<file path="src/design/rsld_pkg.sv">
`default_nettype none
// ----------------------------------------------------------------------------
// rsld_pkg
// Shared types, constants and step tables of the rotation sensor level
// decoder.
// ----------------------------------------------------------------------------
package rsld_pkg;

   localparam int NumChannels = 3;
   localparam int ChanW       = 2;
   localparam int RawW        = 16;
   localparam int CountW      = 32;
   localparam int PhaseW      = 2;
   localparam int NumLevels   = 4;
   localparam int CsrIdxW     = 3;
   localparam int QueueDepth  = 2;
   localparam int QueuePtrW   = (QueueDepth > 1) ? $clog2(QueueDepth) : 1;
   localparam int QueueCntW   = $clog2(QueueDepth + 1);

   localparam logic [RawW-1:0] LevelZeroReset  = 16'(1023 << 6);
   localparam logic [RawW-1:0] LevelOneReset   = 16'(833 << 6);
   localparam logic [RawW-1:0] LevelTwoReset   = 16'(405 << 6);
   localparam logic [RawW-1:0] LevelThreeReset = 16'(623 << 6);
   localparam logic [RawW-1:0] WindowReset     = 16'(40 << 6);

   typedef enum logic [CsrIdxW-1:0] {
      REG_LEVEL_ZERO   = 3'd0,
      REG_LEVEL_ONE    = 3'd1,
      REG_LEVEL_TWO    = 3'd2,
      REG_LEVEL_THREE  = 3'd3,
      REG_WINDOW_WIDTH = 3'd4
   } csr_index_type;

   typedef logic [PhaseW-1:0] phase_type;

   // classified word passed from front to back
   typedef struct packed {
      logic                   command;
      logic [ChanW-1:0]       channel;
      logic [NumLevels-1:0]   match;
      phase_type              seed;
      logic [CountW-1:0]      position;
   } word_type;

   typedef struct packed {
      logic [ChanW-1:0]  out_channel;
      logic [CountW-1:0] count;
      phase_type         phase;
   } result_type;

   localparam logic CmdSample = 1'b0;
   localparam logic CmdSet    = 1'b1;

   function automatic phase_type first_nb(input phase_type p);
      phase_type r;
      case (p)
         2'd0:    r = 2'd3;
         2'd1:    r = 2'd0;
         2'd2:    r = 2'd3;
         default: r = 2'd0;
      endcase
      return r;
   endfunction

   function automatic phase_type second_nb(input phase_type p);
      phase_type r;
      case (p)
         2'd0:    r = 2'd1;
         2'd1:    r = 2'd2;
         2'd2:    r = 2'd1;
         default: r = 2'd2;
      endcase
      return r;
   endfunction

   // first neighbour steps up from phases 2 and 3
   function automatic logic first_up(input phase_type p);
      return p[1];
   endfunction

endpackage
`default_nettype wire

</file>
<file path="src/design/rsld_if.sv">
`default_nettype none
// ----------------------------------------------------------------------------
// rsld interfaces
// Valid/ready channels for sample words, result words and register writes.
// ----------------------------------------------------------------------------
interface rsld_req_if;
   logic                           valid;
   logic                           ready;
   logic                           command;
   logic [rsld_pkg::ChanW-1:0]     channel;
   logic [rsld_pkg::RawW-1:0]      raw_value;
   logic signed [rsld_pkg::CountW-1:0] position;

   modport source (output valid, command, channel, raw_value, position, input ready);
   modport sink   (input valid, command, channel, raw_value, position, output ready);
endinterface

interface rsld_rsp_if;
   logic                               valid;
   logic                               ready;
   logic [rsld_pkg::ChanW-1:0]         out_channel;
   logic signed [rsld_pkg::CountW-1:0] count;
   logic [rsld_pkg::PhaseW-1:0]        phase;

   modport source (output valid, out_channel, count, phase, input ready);
   modport sink   (input valid, out_channel, count, phase, output ready);
endinterface

interface rsld_csr_if;
   logic                         valid;
   logic                         ready;
   logic [rsld_pkg::CsrIdxW-1:0] index;
   logic [rsld_pkg::RawW-1:0]    data;

   modport source (output valid, index, data, input ready);
   modport sink   (input valid, index, data, output ready);
endinterface
`default_nettype wire

</file>
<file path="src/design/rsld_front.sv">
`default_nettype none
// ----------------------------------------------------------------------------
// rsld_front
// Holds the level registers, accepts words and classifies each sample
// against all four level windows and the seed thresholds.
// ----------------------------------------------------------------------------
module rsld_front (
   input  wire logic               clock,
   input  wire logic               reset,
   rsld_req_if.sink                req_port,
   rsld_csr_if.sink                csr_port,
   input  wire logic               q_full,
   output      logic               q_push,
   output      rsld_pkg::word_type q_word
);

   logic [rsld_pkg::RawW-1:0] level_ff [rsld_pkg::NumLevels];
   logic [rsld_pkg::RawW-1:0] level_in [rsld_pkg::NumLevels];
   logic [rsld_pkg::RawW-1:0] window_ff;
   logic [rsld_pkg::RawW-1:0] window_in;

   // strict window compare, no wraparound
   function automatic logic in_window(input logic [rsld_pkg::RawW-1:0] raw,
                                      input logic [rsld_pkg::RawW-1:0] lv,
                                      input logic [rsld_pkg::RawW-1:0] w);
      logic [rsld_pkg::RawW:0] raw_w;
      logic [rsld_pkg::RawW:0] lv_w;
      raw_w = {1'b0, raw} + {1'b0, w};
      lv_w  = {1'b0, lv} + {1'b0, w};
      return ({1'b0, lv} < raw_w) && ({1'b0, raw} < lv_w);
   endfunction

   assign csr_port.ready = 1'b1;
   assign req_port.ready = !q_full;
   assign q_push         = req_port.valid && !q_full;

   always_comb begin
      level_in  = level_ff;
      window_in = window_ff;
      if (csr_port.valid) begin
         case (csr_port.index)
            rsld_pkg::REG_LEVEL_ZERO:   level_in[0] = csr_port.data;
            rsld_pkg::REG_LEVEL_ONE:    level_in[1] = csr_port.data;
            rsld_pkg::REG_LEVEL_TWO:    level_in[2] = csr_port.data;
            rsld_pkg::REG_LEVEL_THREE:  level_in[3] = csr_port.data;
            rsld_pkg::REG_WINDOW_WIDTH: window_in   = csr_port.data;
            default: ;
         endcase
      end
   end

   always_ff @(posedge clock) begin
      if (reset) begin
         level_ff[0] <= rsld_pkg::LevelZeroReset;
         level_ff[1] <= rsld_pkg::LevelOneReset;
         level_ff[2] <= rsld_pkg::LevelTwoReset;
         level_ff[3] <= rsld_pkg::LevelThreeReset;
         window_ff   <= rsld_pkg::WindowReset;
      end else begin
         level_ff  <= level_in;
         window_ff <= window_in;
      end
   end

   always_comb begin
      q_word.command  = req_port.command;
      q_word.channel  = req_port.channel;
      q_word.position = req_port.position;
      for (int i = 0; i < rsld_pkg::NumLevels; i++) begin
         q_word.match[i] = in_window(req_port.raw_value, level_ff[i], window_ff);
      end
      if (req_port.raw_value <= level_ff[2]) begin
         q_word.seed = 2'd2;
      end else if (req_port.raw_value <= level_ff[3]) begin
         q_word.seed = 2'd3;
      end else if (req_port.raw_value <= level_ff[1]) begin
         q_word.seed = 2'd1;
      end else begin
         q_word.seed = 2'd0;
      end
   end

endmodule
`default_nettype wire

</file>
<file path="src/design/rsld_queue.sv">
`default_nettype none
// ----------------------------------------------------------------------------
// rsld_queue
// Short register queue of classified words between front and back.
// ----------------------------------------------------------------------------
module rsld_queue (
   input  wire logic               clock,
   input  wire logic               reset,
   input  wire logic               push,
   input  wire rsld_pkg::word_type push_word,
   input  wire logic               pop,
   output      logic               full,
   output      logic               not_empty,
   output      rsld_pkg::word_type head_word
);

   rsld_pkg::word_type               entry_ff [rsld_pkg::QueueDepth];
   logic [rsld_pkg::QueuePtrW-1:0]   wr_ptr_ff;
   logic [rsld_pkg::QueuePtrW-1:0]   wr_ptr_in;
   logic [rsld_pkg::QueuePtrW-1:0]   rd_ptr_ff;
   logic [rsld_pkg::QueuePtrW-1:0]   rd_ptr_in;
   logic [rsld_pkg::QueueCntW-1:0]   count_ff;
   logic [rsld_pkg::QueueCntW-1:0]   count_in;

   function automatic logic [rsld_pkg::QueuePtrW-1:0] next_ptr(
      input logic [rsld_pkg::QueuePtrW-1:0] p);
      logic [rsld_pkg::QueuePtrW-1:0] r;
      if (p == rsld_pkg::QueuePtrW'(rsld_pkg::QueueDepth - 1)) begin
         r = '0;
      end else begin
         r = p + 1'b1;
      end
      return r;
   endfunction

   assign full      = (count_ff == rsld_pkg::QueueCntW'(rsld_pkg::QueueDepth));
   assign not_empty = (count_ff != '0);
   assign head_word = entry_ff[rd_ptr_ff];

   always_comb begin
      wr_ptr_in = push ? next_ptr(wr_ptr_ff) : wr_ptr_ff;
      rd_ptr_in = pop ? next_ptr(rd_ptr_ff) : rd_ptr_ff;
      count_in  = count_ff;
      if (push && !pop) begin
         count_in = count_ff + 1'b1;
      end else if (pop && !push) begin
         count_in = count_ff - 1'b1;
      end
   end

   always_ff @(posedge clock) begin
      if (reset) begin
         wr_ptr_ff <= '0;
         rd_ptr_ff <= '0;
         count_ff  <= '0;
      end else begin
         wr_ptr_ff <= wr_ptr_in;
         rd_ptr_ff <= rd_ptr_in;
         count_ff  <= count_in;
      end
   end

   always_ff @(posedge clock) begin
      if (push) begin
         entry_ff[wr_ptr_ff] <= push_word;
      end
   end

`ifndef SYNTHESIS
   a_count_bound: assert property (@(posedge clock) disable iff (reset)
      count_ff <= rsld_pkg::QueueCntW'(rsld_pkg::QueueDepth))
      else $error("queue count above depth");

   a_push_fills: assert property (@(posedge clock) disable iff (reset)
      (push && !pop) |=> not_empty)
      else $error("queue empty after push");
`endif

endmodule
`default_nettype wire

</file>
<file path="src/design/rsld_back.sv">
`default_nettype none
// ----------------------------------------------------------------------------
// rsld_back
// Per-channel phase and count stores; applies each classified word and
// holds the result word in an output register.
// ----------------------------------------------------------------------------
module rsld_back (
   input  wire logic               clock,
   input  wire logic               reset,
   input  wire logic               q_valid,
   input  wire rsld_pkg::word_type q_word,
   output      logic               q_pop,
   rsld_rsp_if.source              rsp_port
);

   rsld_pkg::phase_type         phase_ff [rsld_pkg::NumChannels];
   logic [rsld_pkg::CountW-1:0] count_ff [rsld_pkg::NumChannels];
   logic                        out_valid_ff;
   logic                        out_valid_in;
   rsld_pkg::result_type        out_ff;
   rsld_pkg::result_type        out_in;

   logic                        chan_ok;
   rsld_pkg::phase_type         cur_phase;
   logic [rsld_pkg::CountW-1:0] cur_count;
   rsld_pkg::phase_type         new_phase;
   logic [rsld_pkg::CountW-1:0] new_count;
   rsld_pkg::phase_type         nb_a;
   rsld_pkg::phase_type         nb_b;

   assign q_pop = q_valid && (!out_valid_ff || rsp_port.ready);

   always_comb begin
      chan_ok   = 1'b0;
      cur_phase = '0;
      cur_count = '0;
      for (int i = 0; i < rsld_pkg::NumChannels; i++) begin
         if (int'(q_word.channel) == i) begin
            chan_ok   = 1'b1;
            cur_phase = phase_ff[i];
            cur_count = count_ff[i];
         end
      end
      nb_a      = rsld_pkg::first_nb(cur_phase);
      nb_b      = rsld_pkg::second_nb(cur_phase);
      new_phase = cur_phase;
      new_count = cur_count;
      if (q_word.command == rsld_pkg::CmdSet) begin
         new_phase = q_word.seed;
         new_count = q_word.position;
      end else if (q_word.match[nb_a]) begin
         new_phase = nb_a;
         new_count = rsld_pkg::first_up(cur_phase) ? cur_count + 1'b1 : cur_count - 1'b1;
      end else if (q_word.match[nb_b]) begin
         new_phase = nb_b;
         new_count = rsld_pkg::first_up(cur_phase) ? cur_count - 1'b1 : cur_count + 1'b1;
      end
      if (!chan_ok) begin
         new_phase = '0;
         new_count = '0;
      end
   end

   always_comb begin
      out_valid_in = out_valid_ff;
      out_in       = out_ff;
      if (q_pop) begin
         out_valid_in       = 1'b1;
         out_in.out_channel = q_word.channel;
         out_in.count       = new_count;
         out_in.phase       = new_phase;
      end else if (rsp_port.ready) begin
         out_valid_in = 1'b0;
      end
   end

   always_ff @(posedge clock) begin
      if (reset) begin
         out_valid_ff <= 1'b0;
         for (int i = 0; i < rsld_pkg::NumChannels; i++) begin
            phase_ff[i] <= '0;
            count_ff[i] <= '0;
         end
      end else begin
         out_valid_ff <= out_valid_in;
         for (int i = 0; i < rsld_pkg::NumChannels; i++) begin
            if (q_pop && int'(q_word.channel) == i) begin
               phase_ff[i] <= new_phase;
               count_ff[i] <= new_count;
            end
         end
      end
   end

   always_ff @(posedge clock) begin
      out_ff <= out_in;
   end

   assign rsp_port.valid       = out_valid_ff;
   assign rsp_port.out_channel = out_ff.out_channel;
   assign rsp_port.count       = out_ff.count;
   assign rsp_port.phase       = out_ff.phase;

`ifndef SYNTHESIS
   a_bad_channel_zero: assert property (@(posedge clock) disable iff (reset)
      (q_pop && !chan_ok) |=> (out_valid_ff && out_ff.count == '0 && out_ff.phase == '0))
      else $error("out of range channel gave nonzero result");

   a_set_loads: assert property (@(posedge clock) disable iff (reset)
      (q_pop && chan_ok && q_word.command == rsld_pkg::CmdSet)
      |=> (out_ff.count == $past(q_word.position) && out_ff.phase == $past(q_word.seed)))
      else $error("set word did not load position");

   a_pop_valid: assert property (@(posedge clock) disable iff (reset)
      q_pop |=> out_valid_ff)
      else $error("popped word not presented");
`endif

endmodule
`default_nettype wire

</file>
<file path="src/design/rotation_sensor_level_decoder.sv">
`default_nettype none
// ----------------------------------------------------------------------------
// rotation_sensor_level_decoder
// Four-level analog rotation decoder with one count per sensor channel.
//
// req_port carries words of command, channel, raw_value and position; a
// sample word steps the channel's count when the value falls inside the
// window of a neighbouring level, a set word loads the count and seeds the
// phase. Every accepted word yields one rsp_port word with the channel,
// its count and phase; an out of range channel returns zero count and
// phase and changes nothing. csr_port writes the four levels and the window
// half-width (always ready); write only while no word is in flight. Accepted
// words are queued; the back registers each result. Throughput is one word
// per cycle while rsp_port is ready: the front classifies in the accept
// cycle, a two-word queue feeds the per-channel read-modify-write. When
// rsp_port stalls, the output register holds, the queue fills and
// req_port.ready drops once it is full. Synchronous reset clears all counts
// and phases to zero, loads the level defaults and empties the queue.
// ----------------------------------------------------------------------------
module rotation_sensor_level_decoder (
   input  wire logic clock,
   input  wire logic reset,
   rsld_req_if.sink  req_port,
   rsld_rsp_if.source rsp_port,
   rsld_csr_if.sink  csr_port
);

   logic               q_full;
   logic               q_push;
   logic               q_pop;
   logic               q_not_empty;
   rsld_pkg::word_type q_push_word;
   rsld_pkg::word_type q_head_word;

   rsld_front u_front (
      .clock    (clock),
      .reset    (reset),
      .req_port (req_port),
      .csr_port (csr_port),
      .q_full   (q_full),
      .q_push   (q_push),
      .q_word   (q_push_word)
   );

   rsld_queue u_queue (
      .clock     (clock),
      .reset     (reset),
      .push      (q_push),
      .push_word (q_push_word),
      .pop       (q_pop),
      .full      (q_full),
      .not_empty (q_not_empty),
      .head_word (q_head_word)
   );

   rsld_back u_back (
      .clock    (clock),
      .reset    (reset),
      .q_valid  (q_not_empty),
      .q_word   (q_head_word),
      .q_pop    (q_pop),
      .rsp_port (rsp_port)
   );

endmodule
`default_nettype wire

</file>
<file path="src/flat_wrapper.sv">
// flat-port wrapper written by rule: the top's interface ports become plain ports
module rotation_sensor_level_decoder_flat 
  (clock, reset, req_port_valid, req_port_command, req_port_channel, req_port_raw_value, req_port_position, req_port_ready, rsp_port_valid, rsp_port_out_channel, rsp_port_count, rsp_port_phase, rsp_port_ready, csr_port_valid, csr_port_index, csr_port_data, csr_port_ready);
  rsld_req_if req_port_i ();
  rsld_rsp_if rsp_port_i ();
  rsld_csr_if csr_port_i ();
  input  wire logic clock;
  input  wire logic reset;
  input wire logic [$bits(req_port_i.valid)-1:0] req_port_valid;
  input wire logic [$bits(req_port_i.command)-1:0] req_port_command;
  input wire logic [$bits(req_port_i.channel)-1:0] req_port_channel;
  input wire logic [$bits(req_port_i.raw_value)-1:0] req_port_raw_value;
  input wire logic [$bits(req_port_i.position)-1:0] req_port_position;
  output wire logic [$bits(req_port_i.ready)-1:0] req_port_ready;
  output wire logic [$bits(rsp_port_i.valid)-1:0] rsp_port_valid;
  output wire logic [$bits(rsp_port_i.out_channel)-1:0] rsp_port_out_channel;
  output wire logic [$bits(rsp_port_i.count)-1:0] rsp_port_count;
  output wire logic [$bits(rsp_port_i.phase)-1:0] rsp_port_phase;
  input wire logic [$bits(rsp_port_i.ready)-1:0] rsp_port_ready;
  input wire logic [$bits(csr_port_i.valid)-1:0] csr_port_valid;
  input wire logic [$bits(csr_port_i.index)-1:0] csr_port_index;
  input wire logic [$bits(csr_port_i.data)-1:0] csr_port_data;
  output wire logic [$bits(csr_port_i.ready)-1:0] csr_port_ready;
  assign req_port_i.valid = req_port_valid;
  assign req_port_i.command = req_port_command;
  assign req_port_i.channel = req_port_channel;
  assign req_port_i.raw_value = req_port_raw_value;
  assign req_port_i.position = req_port_position;
  assign req_port_ready = req_port_i.ready;
  assign rsp_port_valid = rsp_port_i.valid;
  assign rsp_port_out_channel = rsp_port_i.out_channel;
  assign rsp_port_count = rsp_port_i.count;
  assign rsp_port_phase = rsp_port_i.phase;
  assign rsp_port_i.ready = rsp_port_ready;
  assign csr_port_i.valid = csr_port_valid;
  assign csr_port_i.index = csr_port_index;
  assign csr_port_i.data = csr_port_data;
  assign csr_port_ready = csr_port_i.ready;
  rotation_sensor_level_decoder u_core (.clock(clock), .reset(reset), .req_port(req_port_i), .rsp_port(rsp_port_i), .csr_port(csr_port_i));
endmodule
</file>
<file path="config.mk">
export PLATFORM = sky130hd
export DESIGN_NAME = rotation_sensor_level_decoder_flat
export DESIGN_NICKNAME = d
export VERILOG_FILES = /design/src/design/rsld_pkg.sv /design/src/design/rsld_if.sv /design/src/design/rsld_front.sv /design/src/design/rsld_queue.sv /design/src/design/rsld_back.sv /design/src/design/rotation_sensor_level_decoder.sv /design/src/flat_wrapper.sv
export SDC_FILE = /design/constraint.sdc
export NUM_CORES = 1
export LEC_CHECK = 0
export ABC_AREA = 1
export BUFFER_PORTS_ARGS = -buffer_cell sky130_fd_sc_hd__buf_4
export CORE_MARGIN = 5
export CORE_UTILIZATION = 50
export CTS_CLUSTER_DIAMETER = 100
export DETAILED_ROUTE_END_ITERATION = 7
export GPL_TIMING_DRIVEN = 1
export PLACE_DENSITY_LB_ADDON = 0.25
export SLEW_MARGIN = 20
export SYNTH_ARGS = -nofsm -noshare
export SYNTH_HDL_FRONTEND = slang
export SYNTH_SLANG_ARGS = --single-unit
</file>
<file path="constraint.sdc">
create_clock -name clock -period 11.9 [get_ports clock]
set_input_delay 0.595 -clock clock [delete_from_list [all_inputs] [get_ports clock]]
set_output_delay 0.595 -clock clock [all_outputs]
set_load 0.01 [all_outputs]
</file>
==> flow_metrics.py, run 1 <==
metrics = {
    "status": {
        "run_status": "completed",
    },
    "worst_setup_path": {
        "endpoint_arrival_time_on_the_critical_path_ns": 4.94,
        "critPathMaxStageDelay_ns": 0.65,
        "crit_slowest_cell": "sky130_fd_sc_hd__nand2_4",
        "crit_path_end_kind": "flop",
        "criticalPathCategory": "flop to flop",
        "critical-path-top-delay-family": "simple AND/OR/NAND/NOR gates",
        "ff2ff_setup_slack_ns": 7.23,
        "kind_of_launch_point_of_the_worst_setup_path": "flop",
        "worstPathMaxFanout": 65,
        "timing.reg2reg.worst_path_depth": 16,
        "cp.buffers_inverters": 5,
        "required_time_at_the_endpoint_of_the_critical_path_ns": 12.17,
        "crit_end": "u_core.u_back.count_ff[0][14]$_DFFE_PP_",
        "timing.critical_path.depth": 16,
        "critical_path.cell_chain": "buf_4 > inv_4 > nand2_4 > nand2_4 > nand2_1 > nor2_1 > nor3_2 > buf_4 > inv_2 > nand3_2 > o21ai_2 > inv_1 > o211ai_1 > nand2_1 > nand2_1 > nor2_1",
        "critical_path.most_common_cell": "sky130_fd_sc_hd__nand2_1",
        "r2r_end": "u_core.u_back.count_ff[0][14]$_DFFE_PP_",
    },
    "placed_design": {
        "gp_congestion": 1.03,
        "dp_hpwl_um": 57300,
        "setup_slack_at_placement_ns": 7.36,
        "post_dp_cell_area_sq_mm": 0.0239,
        "placement.io_buffers": 112,
    },
    "sta": {
        "fin_worst_skew_ns": 0.0401,
        "rsz_0062_raised_after_global_routing": "false",
        "maxClockFrequency_mhz": 214,
        "timing_hold_violations_final": 0,
        "final_period_minus_worst_setup_slack_ns": 4.67,
        "setup_viol_count_final": 0,
        "timing_worst_slew_pin_value_ns": 0.904,
        "timing.setup.tns_ns": 0,
        "fin_crit_sh_pct": 39.2,
        "maxSlewHeadroom_pct": 39.1,
        "postLayoutSetupSlackWorst_ns": 7.23,
        "maxSlewViolCount": 0,
    },
    "global_route": {
        "largest_net_degree_at_the_start_of_global_routing": 77,
        "grt_antenna_before_repair": 0,
        "grtUsageTotal_pct": 29.0,
        "globalRouteOverflowTotal": 0,
        "global_route_wire_length_before_repair_um": 112000,
        "number_of_global_route_vias_before_repair": 19500,
    },
    "synth": {
        "synth_fp_nets": 3140,
        "ys_async_rst_share_pct": 0,
        "synth_edf_count": 220,
        "postSynthAreaPerCell_sq_um": 7.99,
        "synthesis.instances": 2809,
        "ys_dominant_reg_cell": "sky130_fd_sc_hd__edfxtp_1",
        "yosysWarningCount": 0,
        "synth_area_leader_cell": "sky130_fd_sc_hd__edfxtp_1",
        "ys_top_cells_by_area": "sky130_fd_sc_hd__edfxtp_1 (29%), sky130_fd_sc_hd__ha_1 (14%), sky130_fd_sc_hd__nand2_1 (9.8%)",
        "ys_seq_elements": 306,
        "synth.cells.most_frequent": "sky130_fd_sc_hd__nand2_1 (587), sky130_fd_sc_hd__nor2_1 (313), sky130_fd_sc_hd__inv_1 (276), sky130_fd_sc_hd__ha_1 (251), sky130_fd_sc_hd__nand3_1 (225)",
        "synth_largest_type_area_fraction_pct": 29.4,
        "synth_area_sq_mm": 0.0224,
        "yosys.cell_types.count": 55,
        "synth_most_common_cell": "sky130_fd_sc_hd__nand2_1",
        "yosysSeqAreaShare_pct": 37.1,
    },
    "clocking": {
        "clock_tree.buffer_depth": 3,
        "insertion_delay_ns": 0.58,
        "ctsResizeCount": 0,
        "clk_pin_slew_ns": 0.06,
        "clock_sink_total": 306,
        "cts_htree_levels": 2,
        "cts.hold.buffers_added": 0,
        "cts_tree": "built",
        "cts-buffers-inserted": 36,
        "number_of_post_cts_setup_repair_buffers": 0,
        "clockRootBuffer": "sky130_fd_sc_hd__clkbuf_16",
    },
    "die": {
        "die_area_sq_mm": 0.0492,
        "horizontal_die_dimension_um": 222,
        "floorplan.io_pins": 114,
        "fp.dieH_um": 222,
        "row_count": 77,
        "core-area_sq_mm": 0.0443,
        "initial_core_utilization_pct": 50.6,
    },
    "hold_path": {
        "worstHoldPathType": "input pin to flop",
    },
    "cells_and_area": {
        "final_net_count": 3238,
        "stdcell_area_sq_mm": 0.0251,
        "insertedDiodeCount": 0,
        "syn2layout_area_growth_pct": 11.7,
        "proportion_of_layout_cells_with_a_drive_suffix_above_1_pct": 10.8,
    },
    "drt": {
        "count_of_antenna_violating_nets_left_after_detailed_routing": 0,
        "drt_first_pass_iters": 5,
        "routed_via_density": 5.86,
        "remaining_drc_errors": 0,
        "avgRoutedWirePerCell_um": 21.1,
        "detailroute.via_count": 20700,
        "initialDrtViolationCount": 1957,
        "routed_wirelength_um": 74500,
    },
    "pwr": {
        "ir_worst_vdd_v": 0.000214,
        "power.density_cell_area_mw_per_mm2": 224,
        "p_leak_nw": 11.4,
        "totalPowerFinal_mw": 5.62,
    },
    "run": {
        "drv.max_cap_violation_count": 0,
    },
}
-- cells by family after synthesis --
logic type	Yosys count	synth area share, %
other	1	0.0167
adder cells (fa/ha/maj)	256	14.4
multiplexers	1	0.0446
flip-flops	306	37.1
XOR/XNOR	84	3.28
AO/OA/AOI/OAI	487	12.2
buffers and inverters	366	6.70
AND/OR/NAND/NOR	1308	26.2
-- worst register-to-register path, stage by stage, from the launching register on --
cell and delay [ns]:
sky130_fd_sc_hd__dfxtp_2 0.31, sky130_fd_sc_hd__buf_4 0.28, sky130_fd_sc_hd__inv_4 0.44, sky130_fd_sc_hd__nand2_4 0.10
sky130_fd_sc_hd__nand2_4 0.65, sky130_fd_sc_hd__nand2_1 0.46, sky130_fd_sc_hd__nor2_1 0.23, sky130_fd_sc_hd__nor3_2 0.06
sky130_fd_sc_hd__buf_4 0.20, sky130_fd_sc_hd__inv_2 0.25, sky130_fd_sc_hd__nand3_2 0.23, sky130_fd_sc_hd__o21ai_2 0.24
sky130_fd_sc_hd__inv_1 0.24, sky130_fd_sc_hd__o211ai_1 0.30, sky130_fd_sc_hd__nand2_1 0.15, sky130_fd_sc_hd__nand2_1 0.17
sky130_fd_sc_hd__nor2_1 0.09
-- registers in the layout, indices dropped and copies added (netlist names), named ones only --
name	cells
u_core.u_back.rsp_port.phase	2
u_core.u_front.window_ff	16
u_core.u_queue.entry_ff	82
u_core.u_queue.count_ff	2
u_core.u_queue.wr_ptr_ff	1
u_core.u_back.rsp_port.out_channel	2
u_core.u_back.count_ff	96
u_core.u_front.level_ff	64
u_core.u_back.rsp_port.valid	1
u_core.u_back.rsp_port.count	32
u_core.u_queue.rd_ptr_ff	1
u_core.u_back.phase_ff	6
-- metrics by stage --
| stage | util, % | std cells | hold WS (ns) |
|---|---|---|---|
| floorplan | - | 2809 | 0.426 |
| global placement | 53.8 | 3460 | 0.430 |
| detailed placement | 53.8 | 3461 | 0.466 |
| CTS | 56.6 | 3526 | 0.200 |
| global route | 56.6 | 3526 | 0.203 |
| finish | 56.6 | 3526 | 0.222 |
-- cell usage in the layout, fill, tap and decap left out, types with 68 or more instances in the layout --
master	instances
sky130_fd_sc_hd__o21ai_0	154
sky130_fd_sc_hd__dfxtp_1	85
sky130_fd_sc_hd__nand3_1	225
sky130_fd_sc_hd__inv_1	276
sky130_fd_sc_hd__buf_4	129
sky130_fd_sc_hd__nand2_1	587
sky130_fd_sc_hd__nor2_1	310
sky130_fd_sc_hd__ha_1	251
sky130_fd_sc_hd__edfxtp_1	220
sky130_fd_sc_hd__xor2_1	68
sky130_fd_sc_hd__a21oi_1	206
-- power by group --
part           total [mW]  internal [mW]  switching, mW
logic                2.89          0.798           2.09
registers            1.59           1.48          0.114
clock network        1.14          0.663          0.476
total                5.62           2.94           2.68
-- final cells by class --
type	instances	area, sq um
fillers	4095	19200
repair buffers	130	996
multi-input cells	2137	12700
flip-flops and latches	306	8330
clock inverters	18	219
inverters	296	1110
well taps	592	741
clock buffers	47	992
-- metal layers --
metal / track usage (%) / vias up / share of wire [%]
met1: 43.6 / 9759 / 45
met2: 43.1 / 958 / 42
met4: 6.80 / 0 / 2.3
met5: 0 / - / 0
li1: - / 9852 / -
met3: 5.83 / 103 / 11
-- worst min-delay path by stage --
stage / startpoint / end / cells after the start
after floorplan: u_core.u_queue.rd_ptr_ff$_SDFFE_PP0P_ / flop / 1
after global placement: u_core.u_queue.rd_ptr_ff$_SDFFE_PP0P_ / flop / 1
after detailed placement: u_core.u_queue.rd_ptr_ff$_SDFFE_PP0P_ / flop / 1
after CTS: req_port_command / u_core.u_queue.entry_ff[1][40]$_DFFE_PP_ / 1
after global routing: req_port_command / u_core.u_queue.entry_ff[0][40]$_DFFE_PP_ / 1
final: req_port_command / u_core.u_queue.entry_ff[1][40]$_DFFE_PP_ / 1
(Power assumes the default switching activity.)
==> run 2: changes to the inputs <==
--- a/config.mk
+++ b/config.mk
@@ -5,7 +5,7 @@
 export SDC_FILE = /design/constraint.sdc
 export NUM_CORES = 1
 export LEC_CHECK = 0
-export ABC_AREA = 1
+export ABC_AREA = 0
 export BUFFER_PORTS_ARGS = -buffer_cell sky130_fd_sc_hd__buf_4
 export CORE_MARGIN = 5
 export CORE_UTILIZATION = 50
==> constraint.sdc (replaced) <==
create_clock -name clock -period 4 [get_ports clock]
set_input_delay 0.2 -clock clock [delete_from_list [all_inputs] [get_ports clock]]
set_output_delay 0.2 -clock clock [all_outputs]
set_load 0.01 [all_outputs]
==> run 2 against run 1 <==
Net effect:
- routed wire length fell by 12%
- die area fell by 8.5%
- register-to-register slack got worse by 7.2 ns
- critical path depth fell by 4
- maximum frequency rose by 18%
- clock power rose to 3.1 times the previous value
- combinational power rose by 110%
- critical endpoint is now u_core.u_back.count_ff[0][28]$_DFFE_PP_
- largest cell class unchanged
- largest power group unchanged
- highest routed layer unchanged
==> flow_metrics.py, run 2 <==
metrics = {
    "clocking": {
        "cts-buffers-inserted": 37,
        "clk_pin_slew_ns": 0.06,
        "clock_sink_total": 306,
        "clockRootBuffer": "sky130_fd_sc_hd__clkbuf_16",
        "cts_tree": "built",
        "clock_tree.buffer_depth": 3,
        "insertion_delay_ns": 0.56,
        "cts_htree_levels": 2,
    },
    "synth": {
        "synth_edf_count": 220,
        "yosysWarningCount": 0,
        "synth.cells.most_frequent": "sky130_fd_sc_hd__ha_1 (251), sky130_fd_sc_hd__nand2_1 (223), sky130_fd_sc_hd__edfxtp_1 (220), sky130_fd_sc_hd__a21oi_1 (147), sky130_fd_sc_hd__nor2_1 (123)",
        "yosysSeqAreaShare_pct": 40.7,
        "synth_most_common_cell": "sky130_fd_sc_hd__ha_1",
        "synthesis.instances": 2064,
        "ys_dominant_reg_cell": "sky130_fd_sc_hd__edfxtp_1",
        "ys_async_rst_share_pct": 0,
        "synth_area_sq_mm": 0.0204,
        "ys_seq_elements": 306,
        "postSynthAreaPerCell_sq_um": 9.91,
        "synth_largest_type_area_fraction_pct": 32.3,
        "synth_fp_nets": 2395,
        "ys_top_cells_by_area": "sky130_fd_sc_hd__edfxtp_1 (32%), sky130_fd_sc_hd__ha_1 (15%), sky130_fd_sc_hd__dfxtp_1 (8.4%)",
        "synth_area_leader_cell": "sky130_fd_sc_hd__edfxtp_1",
        "yosys.cell_types.count": 91,
    },
    "die": {
        "floorplan.io_pins": 114,
        "core-area_sq_mm": 0.0406,
        "horizontal_die_dimension_um": 212,
        "fp.dieH_um": 212,
        "initial_core_utilization_pct": 50.3,
        "die_area_sq_mm": 0.0450,
        "row_count": 74,
    },
    "run": {
        "drv.max_cap_violation_count": 0,
    },
    "pwr": {
        "power.clock.fraction_pct": 24.9,
        "power.share.combinational_pct": 43.1,
        "internal-power_mw": 8.83,
        "totalPowerFinal_mw": 14.2,
        "p_leak_nw": 10.4,
        "power_switching_share_pct": 37.8,
        "p_switching_mw": 5.37,
        "power.density_cell_area_mw_per_mm2": 570,
        "ir_worst_vdd_v": 0.000316,
        "p_seq_share_pct": 32.0,
    },
    "sta": {
        "fin_crit_sh_pct": 98.5,
        "maxSlewHeadroom_pct": 28.3,
        "timing_hold_violations_final": 0,
        "fin_worst_skew_ns": 0.0216,
        "finalHoldWorstSlack_ns": 0.0882,
        "setup_viol_count_final": 0,
        "maxClockFrequency_mhz": 254,
        "postLayoutSetupSlackWorst_ns": 0.0588,
        "maxSlewViolCount": 0,
        "rsz_0062_raised_after_global_routing": "true",
        "final_period_minus_worst_setup_slack_ns": 3.94,
        "timing.setup.tns_ns": 0,
        "timing_worst_slew_pin_value_ns": 1.07,
    },
    "global_route": {
        "grt_antenna_before_repair": 0,
        "globalRouteOverflowTotal": 0,
        "global_route_wire_length_before_repair_um": 99200,
        "number_of_global_route_vias_before_repair": 18000,
        "largest_net_degree_at_the_start_of_global_routing": 56,
        "grtUsageTotal_pct": 28.5,
    },
    "drt": {
        "drt_first_pass_iters": 5,
        "initialDrtViolationCount": 1296,
        "routed_wirelength_um": 65600,
        "avgRoutedWirePerCell_um": 22.5,
        "count_of_antenna_violating_nets_left_after_detailed_routing": 0,
        "detailroute.via_count": 17600,
        "remaining_drc_errors": 0,
        "routed_via_density": 6.06,
    },
    "cells_and_area": {
        "most-common-layout-cells": "sky130_fd_sc_hd__buf_4 (260), sky130_fd_sc_hd__ha_1 (249), sky130_fd_sc_hd__nand2_1 (223)",
        "stdcell_area_sq_mm": 0.0249,
        "final_net_count": 2680,
        "top_register": "u_core.u_back.count_ff",
        "proportion_of_layout_cells_with_a_drive_suffix_above_1_pct": 17.4,
        "reg.largest.list": "u_core.u_back.count_ff x96, u_core.u_queue.entry_ff x82, u_core.u_front.level_ff x64",
        "syn2layout_area_growth_pct": 21.8,
        "final_common_cell": "sky130_fd_sc_hd__buf_4",
        "final.fill_count": 3395,
        "insertedDiodeCount": 0,
        "largest_reg_flops": 96,
    },
    "worst_setup_path": {
        "critical_path.most_common_cell": "sky130_fd_sc_hd__buf_4",
        "criticalPathCategory": "flop to flop",
        "required_time_at_the_endpoint_of_the_critical_path_ns": 4.42,
        "endpoint_arrival_time_on_the_critical_path_ns": 4.36,
        "critical_path.cell_chain": "mux2i_1 > buf_4 > buf_4 > and3_1 > or3_1 > mux2i_2 > nor3_1 > buf_12 > a41oi_1 > mux2_2 > a211oi_1 > buf_4",
        "crit_slowest_cell": "sky130_fd_sc_hd__a211oi_1",
        "kind_of_launch_point_of_the_worst_setup_path": "flop",
        "critPathMaxStageDelay_ns": 0.46,
        "crit_path_end_kind": "flop",
        "worstPathMaxFanout": 16,
    },
    "placed_design": {
        "gp_congestion": 0.973,
        "post_dp_cell_area_sq_mm": 0.0228,
        "dp_hpwl_um": 49400,
        "setup_slack_at_placement_ns": -0.177,
        "placement.io_buffers": 112,
    },
    "status": {
        "run_status": "completed",
    },
    "hold_path": {
        "worstHoldPathType": "input pin to flop",
    },
}
==> run 2: stage by stage <==
stage,instances,utilization (%)
floorplan,2064,-
global placement,2785,56.2
detailed placement,2785,56.2
CTS,2905,60.7
global route,2909,61.3
finish,2909,61.3
==> run 2: layout make-up <==
cell class	instances	area, sq um	area share (%)
clock buffers	42	976	3.92
clock inverters	25	298	1.20
inverters	92	348	1.40
multi-input cells	1596	11700	47.1
flip-flops and latches	306	8330	33.4
well taps	532	666	2.67
repair buffers	316	2550	10.2
==> run 2: final timing paths <==
check | slack [ns] | to | depth (start not counted) | startpoint
max | 0.06 | u_core.u_back.count_ff[0][28]$_DFFE_PP_ | 12 | flop
min | 0.09 | u_core.u_queue.wr_ptr_ff$_SDFFE_PP0P_ | 4 | req_port_valid
max reg2reg | 0.06 | u_core.u_back.count_ff[0][28]$_DFFE_PP_ | 12 | flop
min reg2reg | 0.49 | u_core.u_front.level_ff[48]$_SDFFE_PP0P_ | 2 | u_core.u_front.level_ff[48]$_SDFFE_PP0P_
==> run 2: timing repair <==
item | 4_1_cts | 5_1_grt
hold endpoints to repair | 151 | 0
resized for setup | 8 | 52
gates cloned | 0 | 0
pin swaps | 1 | 19
hold buffers | 52 | 0
endpoints found under the setup margin | 11 | 48
buffers inserted | 1 | 4
==> run 2: worst max-delay path, delay by kind of cell, from the launching register on <==
kind,cells,cell delay [ns]
mux,3,1.09
buf+inv,4,0.83
simple gates,3,0.74
compound gates,2,0.70
flops,1,0.42
==> run 2: power groups by stage <==
stage          logic, mW  clock network (mW)  registers (mW)
2_1_floorplan       3.20                   0            4.64
3_3_place_gp        5.85                   0            4.58
3_5_place_dp        5.92                   0            4.60
4_1_cts             6.00                3.59            4.54
5_1_grt             6.55                3.73            4.61
6_report            6.12                3.54            4.55
==> run 2: cells by family after synthesis <==
group                    count (synthesis)  synth area share [%]
flip-flops                             306                  40.7
adder cells (fa/ha/maj)                256                  15.8
AO/OA/AOI/OAI                          534                  17.8
multiplexers                            45                  2.35
buffers and inverters                  162                  3.17
XOR/XNOR                                95                  4.07
other                                    1                0.0183
AND/OR/NAND/NOR                        665                  16.0
==> run 2: routing by layer <==
layer | routed length [um] | GRT usage [%] | vias to the layer above
met4 | 3900 | 15.0 | 0
li1 | - | - | 8347
met1 | 25000 | 32.3 | 8520
met3 | 3250 | 3.63 | 187
met5 | 0 | 0 | -
met2 | 33400 | 52.2 | 576
